===== src/hw/rtl/mrd_pkg.sv =====
// Package for the CRC-8 checked motor reply deframer.
// Holds shared constants, the result and status structs and the CRC-8 byte step.
// No dependencies.
package mrd_pkg;

    localparam int PACKET_BYTES_DEF = 10;
    localparam int POS_W            = 4;
    localparam int STORE_DEPTH      = 8;
    localparam int STORE_IDX_W      = 3;
    localparam int MAX_DATA         = 7;
    localparam int PAYLOAD_W        = 8 * MAX_DATA;

    localparam logic [7:0] CRC_INIT    = 8'h00;
    localparam logic [7:0] REFL_POLY   = 8'h8C;
    localparam logic [7:0] DEV_ID_RST  = 8'h00;

    typedef struct packed {
        logic                 valid;
        logic [7:0]           command_byte;
        logic [PAYLOAD_W-1:0] payload;
    } t_mrd_result;

    typedef struct packed {
        logic hunting;
        logic at_check;
    } t_mrd_status;

    // One byte of CRC-8/MAXIM, reflected form, processed LSB first.
    function automatic logic [7:0] crc8_step(input logic [7:0] crc, input logic [7:0] b);
        logic [7:0] c;
        c = crc ^ b;
        for (int k = 0; k < 8; k++) begin
            if (c[0]) begin
                c = (c >> 1) ^ REFL_POLY;
            end else begin
                c = c >> 1;
            end
        end
        return c;
    endfunction

endpackage


===== src/hw/rtl/mrd_rx_if.sv =====
// Valid/ready channel that carries one received serial byte.
// No dependencies.
interface mrd_rx_if;
    logic       valid;
    logic       ready;
    logic [7:0] rx_byte;

    modport source (output valid, output rx_byte, input ready);
    modport sink   (input valid, input rx_byte, output ready);
endinterface


===== src/hw/rtl/mrd_res_if.sv =====
// Valid/ready channel that carries one accepted packet: command byte and data bytes.
// No dependencies.
interface mrd_res_if;
    logic        valid;
    logic        ready;
    logic [7:0]  command_byte;
    logic [55:0] payload;

    modport source (output valid, output command_byte, output payload, input ready);
    modport sink   (input valid, input command_byte, input payload, output ready);
endinterface


===== src/hw/rtl/mrd_frame.sv =====
// Framing core: byte position, running CRC-8 and the packet byte store.
// Depends on mrd_pkg.
module mrd_frame #(
    parameter int PACKET_BYTES = mrd_pkg::PACKET_BYTES_DEF
) (
    input  logic                 i_clk,
    input  logic                 i_rst_n,
    input  logic                 i_step,
    input  logic [7:0]           i_byte,
    input  logic [7:0]           i_device_id,
    output mrd_pkg::t_mrd_result o_result,
    output mrd_pkg::t_mrd_status o_status
);
    import mrd_pkg::*;

    localparam logic [POS_W-1:0] LAST_POS = POS_W'(PACKET_BYTES - 1);
    localparam int NDATA = (PACKET_BYTES - 3 > MAX_DATA) ? MAX_DATA : (PACKET_BYTES - 3);

    logic [POS_W-1:0] r_pos, n_pos;
    logic [7:0]       r_crc, n_crc;
    logic [7:0]       r_store [STORE_DEPTH];
    logic [POS_W-1:0] w_slot;
    logic             w_hunting;
    logic             w_at_check;
    logic [7:0]       w_crc_step;

    assign w_hunting  = (r_pos == '0);
    assign w_at_check = (r_pos == LAST_POS);
    assign w_slot     = r_pos - POS_W'(1);
    // While hunting the CRC restarts from its initial value.
    assign w_crc_step = crc8_step(w_hunting ? CRC_INIT : r_crc, i_byte);

    always_comb begin
        n_pos = r_pos;
        n_crc = r_crc;
        if (i_step) begin
            if (w_hunting) begin
                if (i_byte == i_device_id) begin
                    n_pos = POS_W'(1);
                    n_crc = w_crc_step;
                end
            end else if (w_at_check) begin
                n_pos = '0;
                n_crc = CRC_INIT;
            end else begin
                n_pos = r_pos + POS_W'(1);
                n_crc = w_crc_step;
            end
        end
    end

    always_ff @(posedge i_clk) begin
        if (!i_rst_n) begin
            r_pos <= '0;
            r_crc <= CRC_INIT;
        end else begin
            r_pos <= n_pos;
            r_crc <= n_crc;
        end
    end

    // Bytes past the store depth only feed the CRC.
    always_ff @(posedge i_clk) begin
        if (i_step && !w_hunting && !w_at_check && !w_slot[POS_W-1]) begin
            r_store[w_slot[STORE_IDX_W-1:0]] <= i_byte;
        end
    end

    always_comb begin
        o_result.valid        = i_step && w_at_check && (i_byte == r_crc);
        o_result.command_byte = r_store[0];
        o_result.payload      = '0;
        for (int i = 0; i < MAX_DATA; i++) begin
            if (i < NDATA) begin
                o_result.payload[8*i +: 8] = r_store[i+1];
            end
        end
    end

    assign o_status.hunting  = w_hunting;
    assign o_status.at_check = w_at_check;

endmodule


===== src/hw/rtl/motor_reply_deframer_crc8.sv =====
// Top level of the CRC-8 checked motor reply deframer.
// Depends on mrd_pkg, mrd_rx_if, mrd_res_if and mrd_frame.
//
// Accepts one received byte per clock cycle while the result channel does not stall, and
// registers a packet result when its check byte is processed. Each byte passes through an
// input register, one table-free CRC-8 byte step and position update, and an output
// register; that single stage sets the rate. Bytes that do not equal the device id are
// discarded while hunting. A packet of PACKET_BYTES bytes (id, command, data, check) gives
// one transfer on the result channel when the check byte matches the CRC-8/MAXIM over the
// preceding bytes; otherwise it is dropped. Data bytes fill the payload from the low byte
// up, and unused high bytes read zero. Write the device id only while the block is idle.
module motor_reply_deframer_crc8 #(
    parameter int PACKET_BYTES = mrd_pkg::PACKET_BYTES_DEF
) (
    input  logic             i_clk,
    input  logic             i_rst_n,
    input  logic             i_cfg_wr_en,
    input  logic [7:0]       i_cfg_wr_data,
    mrd_rx_if.sink           i_rx,
    mrd_res_if.source        o_res
);
    import mrd_pkg::*;

    logic                  r_device_id;
    logic [7:0]            r_dev_id;
    logic                  r_in_valid;
    logic [7:0]            r_in_byte;
    logic                  r_out_valid;
    logic [7:0]            r_out_cmd;
    logic [PAYLOAD_W-1:0]  r_out_payload;
    logic                  w_step;
    t_mrd_result           w_res;
    t_mrd_status           w_status;

    assign w_step     = r_in_valid && (!r_out_valid || o_res.ready);
    assign i_rx.ready = !r_in_valid || w_step;

    always_ff @(posedge i_clk) begin
        if (!i_rst_n) begin
            r_dev_id    <= DEV_ID_RST;
            r_device_id <= 1'b0;
        end else if (i_cfg_wr_en) begin
            r_dev_id    <= i_cfg_wr_data;
            r_device_id <= 1'b1;
        end
    end

    always_ff @(posedge i_clk) begin
        if (!i_rst_n) begin
            r_in_valid <= 1'b0;
        end else if (i_rx.valid && i_rx.ready) begin
            r_in_valid <= 1'b1;
        end else if (w_step) begin
            r_in_valid <= 1'b0;
        end
    end

    always_ff @(posedge i_clk) begin
        if (i_rx.valid && i_rx.ready) begin
            r_in_byte <= i_rx.rx_byte;
        end
    end

    mrd_frame #(
        .PACKET_BYTES (PACKET_BYTES)
    ) u_frame (
        .i_clk       (i_clk),
        .i_rst_n     (i_rst_n),
        .i_step      (w_step),
        .i_byte      (r_in_byte),
        .i_device_id (r_dev_id),
        .o_result    (w_res),
        .o_status    (w_status)
    );

    always_ff @(posedge i_clk) begin
        if (!i_rst_n) begin
            r_out_valid <= 1'b0;
        end else if (w_step) begin
            r_out_valid <= w_res.valid;
        end else if (o_res.ready) begin
            r_out_valid <= 1'b0;
        end
    end

    always_ff @(posedge i_clk) begin
        if (w_step && w_res.valid) begin
            r_out_cmd     <= w_res.command_byte;
            r_out_payload <= w_res.payload;
        end
    end

    assign o_res.valid        = r_out_valid;
    assign o_res.command_byte = r_out_cmd;
    assign o_res.payload      = r_out_payload;

    // A result can only come from a check byte being processed.
    a_res_at_check: assert property (@(posedge i_clk) disable iff (!i_rst_n)
        w_res.valid |-> (w_step && w_status.at_check))
        else $error("result raised outside the check byte");

    // After the check byte the deframer always goes back to hunting.
    a_check_to_hunt: assert property (@(posedge i_clk) disable iff (!i_rst_n)
        (w_step && w_status.at_check) |=> w_status.hunting)
        else $error("deframer did not return to hunting after the check byte");

    // Without a processed byte the framing position does not leave hunting.
    a_hunt_hold: assert property (@(posedge i_clk) disable iff (!i_rst_n)
        (!w_step && w_status.hunting) |=> w_status.hunting)
        else $error("framing position moved without a byte");

    // A new pending result needs a byte stepped in the cycle before.
    a_out_from_step: assert property (@(posedge i_clk) disable iff (!i_rst_n)
        (o_res.valid && !$past(o_res.valid)) |-> $past(w_step))
        else $error("result appeared without a processed byte");

    // The device id register only changes on a configuration write.
    a_cfg_only: assert property (@(posedge i_clk) disable iff (!i_rst_n)
        (!$past(i_cfg_wr_en) && $past(r_device_id)) |-> $stable(r_dev_id))
        else $error("device id changed without a write");

endmodule

===== src/flat_wrapper.sv =====
// flat-port wrapper written by rule: the top's interface ports become plain ports
module motor_reply_deframer_crc8_flat import mrd_pkg::*;
#(
    parameter int PACKET_BYTES = mrd_pkg::PACKET_BYTES_DEF
)
  (i_clk, i_rst_n, i_cfg_wr_en, i_cfg_wr_data, i_rx_valid, i_rx_rx_byte, i_rx_ready, o_res_valid, o_res_command_byte, o_res_payload, o_res_ready);
  mrd_rx_if i_rx_i ();
  mrd_res_if o_res_i ();
  input  logic i_clk;
  input  logic i_rst_n;
  input  logic i_cfg_wr_en;
  input  logic [7:0] i_cfg_wr_data;
  input wire logic [$bits(i_rx_i.valid)-1:0] i_rx_valid;
  input wire logic [$bits(i_rx_i.rx_byte)-1:0] i_rx_rx_byte;
  output wire logic [$bits(i_rx_i.ready)-1:0] i_rx_ready;
  output wire logic [$bits(o_res_i.valid)-1:0] o_res_valid;
  output wire logic [$bits(o_res_i.command_byte)-1:0] o_res_command_byte;
  output wire logic [$bits(o_res_i.payload)-1:0] o_res_payload;
  input wire logic [$bits(o_res_i.ready)-1:0] o_res_ready;
  assign i_rx_i.valid = i_rx_valid;
  assign i_rx_i.rx_byte = i_rx_rx_byte;
  assign i_rx_ready = i_rx_i.ready;
  assign o_res_valid = o_res_i.valid;
  assign o_res_command_byte = o_res_i.command_byte;
  assign o_res_payload = o_res_i.payload;
  assign o_res_i.ready = o_res_ready;
  motor_reply_deframer_crc8 #(.PACKET_BYTES(PACKET_BYTES)) u_core (.i_clk(i_clk), .i_rst_n(i_rst_n), .i_cfg_wr_en(i_cfg_wr_en), .i_cfg_wr_data(i_cfg_wr_data), .i_rx(i_rx_i), .o_res(o_res_i));
endmodule

===== config.mk =====
export PLATFORM = sky130hd
export DESIGN_NAME = motor_reply_deframer_crc8_flat
export DESIGN_NICKNAME = d
export VERILOG_FILES = /design/src/hw/rtl/mrd_pkg.sv /design/src/hw/rtl/mrd_rx_if.sv /design/src/hw/rtl/mrd_res_if.sv /design/src/hw/rtl/mrd_frame.sv /design/src/hw/rtl/motor_reply_deframer_crc8.sv /design/src/flat_wrapper.sv
export SDC_FILE = /design/constraint.sdc
export NUM_CORES = 1
export LEC_CHECK = 0
export BUFFER_PORTS_ARGS = -buffer_cell sky130_fd_sc_hd__buf_2
export CAP_MARGIN = 20
export CORE_UTILIZATION = 40
export CTS_CLUSTER_SIZE = 40
export DETAILED_ROUTE_END_ITERATION = 6
export PLACE_DENSITY_LB_ADDON = 0.3
export SYNTH_ARGS = -nofsm -noshare
export SYNTH_HDL_FRONTEND = slang
export SYNTH_SLANG_ARGS = --single-unit

===== constraint.sdc =====
create_clock -name i_clk -period 13.25 [get_ports i_clk]
set_input_delay 3.975 -clock i_clk [delete_from_list [all_inputs] [get_ports i_clk]]
set_output_delay 3.975 -clock i_clk [all_outputs]
set_load 0.005 [all_outputs]

==> impl_summary.log <==
[metrics] critical path required time: 9.27 ns
[metrics] Post-DRT Antenna Nets: 0
[metrics] leading cell type in the layout, fill and taps excluded: sky130_fd_sc_hd__edfxtp_1
[metrics] pin count of the biggest net entering global routing: 48
[metrics] clock insertion delay at the later pin of the skew report: approximately 0.42 ns
[metrics] post-route minimum period: ~8.5 ns
[metrics] wire length of the first global-routing pass: 14.5 mm
[metrics] vias: 2900
[metrics] placement row count: 43
[metrics] sinks on the clock net: between 150 and 200
[metrics] vias in the first global route: 2696
[metrics] initial antenna violation count: 0
[metrics] number of nets in the layout: about 440
[metrics] data arrival time of the worst path: ~4.6 ns
[metrics] flip-flop and latch count after synthesis: about 160
[metrics] standard cell core area: around 14000 um2
[metrics] number of max-cap violations: 0
[metrics] Final Cycle Share: 0.643
[metrics] share of post-route cells with drive strength above 1: 0.326
[metrics] DRT iter0 DRCs: 164
[metrics] final-report setup violation count: 0
[metrics] Critical Path Fanout Max: 5
[metrics] width of the chip: between 100 and 150 um
[metrics] Hold Fails Final Rpt: 0
[metrics] worst-case setup margin in the final layout: around 4.7 ns
[metrics] Clock Path Buffers: 2
[metrics] DP HPWL: roughly 6.3 mm
[metrics] quantity of gates resized following cts: 0
[metrics] TNS Setup: 0 ns
[metrics] final global-route overflow total: 0
[metrics] YS warnings: 0
[metrics] unrepaired setup endpoints after global routing: false
[metrics] Top FF cell, synth: sky130_fd_sc_hd__edfxtp_1
[metrics] total number of H-tree levels: 4
[metrics] die area: ~15000 um2
[metrics] setup slack, reg-to-reg: 10.04 ns
[metrics] Clock Skews: around 0.012 ns
[metrics] Syn Inst Count: 312
[metrics] share of synthesized flip-flops with an asynchronous set or reset: 0
[metrics] category of the most critical setup path: in -> out
[metrics] Syn-to-layout area delta: 22.3%
[metrics] CTS tree: built
[metrics] pre-CTS setup slack: roughly 4.7 ns
[metrics] proportion of synthesized chip area in sequential cells: 0.794
[metrics] Pwr Density: 155 nW/um2
[metrics] number of enable-type register cells in the synthesized netlist: around 140
[metrics] remaining routing DRC violations: 0
[metrics] number of buffers inserted by hold repair at cts: 0
[metrics] post-CTS setup buffers: 0
[metrics] Max IR drop VDD: between 0.00007 and 0.00008 V
[metrics] fin. max-slew vios: 0
[metrics] Max Clk Rate: around 120 MHz
[metrics] Post-Syn Area per Cell: 18.3 um2
[metrics] post-detailed-routing wire length: between 9 and 10 mm
[metrics] commonest cells after routing, fill and taps aside: sky130_fd_sc_hd__edfxtp_1, sky130_fd_sc_hd__buf_2, sky130_fd_sc_hd__dfxtp_1, sky130_fd_sc_hd__clkbuf_16, sky130_fd_sc_hd__nor2b_1
[metrics] Detailed Routing Iterations Pass 1: 4
[metrics] vias per inst: around 4.8
[metrics] antenna fix cells: 0
[metrics] I/O pin total: a little under 90
[metrics] Synth Cell Area: about 5700 um2
[metrics] number of CTS-inserted buffers: 17
[metrics] kind of start point of the critical path: input pin
[metrics] Final Wtd Congestion: a little under 0.8
[metrics] path category of the worst min-delay check: reg -> reg
[metrics] Clock Root Buffer: sky130_fd_sc_hd__clkbuf_16
[metrics] synth unique cells: 49
[metrics] die span in y: roughly 120 um
[metrics] critical path capture point type: output port
[metrics] post-detailed-route wirelength per cell: between 15 and 20 um
[metrics] Leak: between 2 and 2.5 nW
[metrics] register clock-pin slew on the reported worst setup and hold paths: roughly 0.06 ns
[metrics] total of fill cells in the finished design: 1170
[metrics] Net Count, Synth: 336
[metrics] Rel. slew slack: 0.326
[metrics] overall track demand over capacity in global routing: 0.139
[metrics] number of input and output port buffers inserted: 86
[metrics] Least-Margin Pin Slew: a little over 1 ns
[metrics] initial core utilization: 0.411
[metrics] status: finished, final reports clean
state kept, by name, indices dropped and copies added (netlist names):
| register | cells |
|---|---|
| u_core.u_frame.r_crc | 8 |
| u_core.r_dev_id | 8 |
| u_core.o_res.valid | 1 |
| u_core.r_in_byte | 8 |
| o_res_command_byte | 8 |
| u_core.u_frame.r_store | 64 |
| u_core.r_in_valid | 1 |
| o_res_payload | 56 |
| u_core.u_frame.r_pos | 4 |
metal layers:
metal	vias to the layer above	wire [um]	GRT usage	part of all wire
met5	-	0	0	0
met4	0	114	0.0509	0.012
met3	13	629	0.0555	0.065
met2	92	4600	0.221	0.47
met1	1409	4370	0.169	0.45
li1	1386	-	-	-
per-stage QoR:
step	std cells	hold WS (ns)	cell area, um2	utilization	total power, mW
after CTS	603	0.414	6950	0.501	1.09
final	606	0.414	6970	0.502	1.08
after global routing	606	0.419	6970	0.502	1.12
after global placement	572	0.403	6330	0.456	0.593
after floorplan	312	0.400	5700	-	0.581
after detailed placement	572	0.405	6330	0.456	0.594
cell usage after synthesis (2+ instances only):
master,number,area share
sky130_fd_sc_hd__nor2_1,7,0.0046
sky130_fd_sc_hd__nand3b_1,2,0.0026
sky130_fd_sc_hd__and2_1,3,0.0033
sky130_fd_sc_hd__a21boi_0,4,0.0053
sky130_fd_sc_hd__xor2_1,15,0.023
sky130_fd_sc_hd__nand2b_1,3,0.0033
sky130_fd_sc_hd__and2b_2,4,0.0061
sky130_fd_sc_hd__dfxtp_1,22,0.077
sky130_fd_sc_hd__buf_6,3,0.0059
sky130_fd_sc_hd__nand2_1,11,0.0072
sky130_fd_sc_hd__nor3b_1,3,0.0039
sky130_fd_sc_hd__a21oi_1,4,0.0035
sky130_fd_sc_hd__o21ai_0,3,0.0026
sky130_fd_sc_hd__ha_1,3,0.0066
sky130_fd_sc_hd__edfxtp_1,136,0.72
sky130_fd_sc_hd__clkbuf_1,4,0.0026
sky130_fd_sc_hd__xnor3_1,2,0.0079
sky130_fd_sc_hd__nor3_1,6,0.0053
sky130_fd_sc_hd__inv_1,4,0.0026
sky130_fd_sc_hd__a22oi_1,5,0.0066
sky130_fd_sc_hd__mux2i_1,8,0.014
sky130_fd_sc_hd__nand3_1,5,0.0044
sky130_fd_sc_hd__nor4_1,5,0.0055
sky130_fd_sc_hd__nor2b_1,16,0.018
sky130_fd_sc_hd__xnor2_1,7,0.011
sky130_fd_sc_hd__nand4_1,2,0.0022
sky130_fd_sc_hd__and4bb_2,2,0.0044
sky130_fd_sc_hd__nor4b_1,2,0.0031
power by group:
group | internal [mW] | switching, mW | total [mW]
registers | 0.542 | 0.0105 | 0.552
logic | 0.0178 | 0.0125 | 0.0303
clock network | 0.315 | 0.185 | 0.500
total | 0.874 | 0.208 | 1.08
cell families (layout without fill, tap and decap cells):
kind of cell    Yosys count  in the layout  synth area share
compound gates           25             25            0.0342
xor+xnor                 27             27            0.0549
fa+ha+maj                 3              3           0.00658
buf+inv                  12            126            0.0125
flops                   158            158             0.794
mux                       8              8            0.0140
simple gates             79             79            0.0843
path summary, 6_finish.rpt:
path / from / end / cells after the start
max: o_res_ready / i_rx_ready / 4
min: u_core.u_frame.r_store[0][2] / o_res_command_byte[2] / 0
max reg2reg: u_core.u_frame.r_pos[0] / u_core.u_frame.r_crc[2] / 8
min reg2reg: u_core.u_frame.r_store[0][2] / o_res_command_byte[2] / 0
worst max-delay path, stage by stage:
cell and delay [ns]:
sky130_fd_sc_hd__buf_2 0.10, sky130_fd_sc_hd__nor2b_1 0.24, sky130_fd_sc_hd__nand2_1 0.10, sky130_fd_sc_hd__buf_2 0.13
final cells by class:
class / instances / area (um2) / share of cell area
multi-input cells: 142 / 1120 / 0.161
repair buffers: 91 / 465 / 0.0668
flip-flops and latches: 158 / 4520 / 0.649
inverters: 4 / 15.0 / 0.00215
clock inverters: 14 / 193 / 0.0276
clock buffers: 17 / 425 / 0.0610
well taps: 180 / 225 / 0.0323
Power figures use the tool's default switching activity.
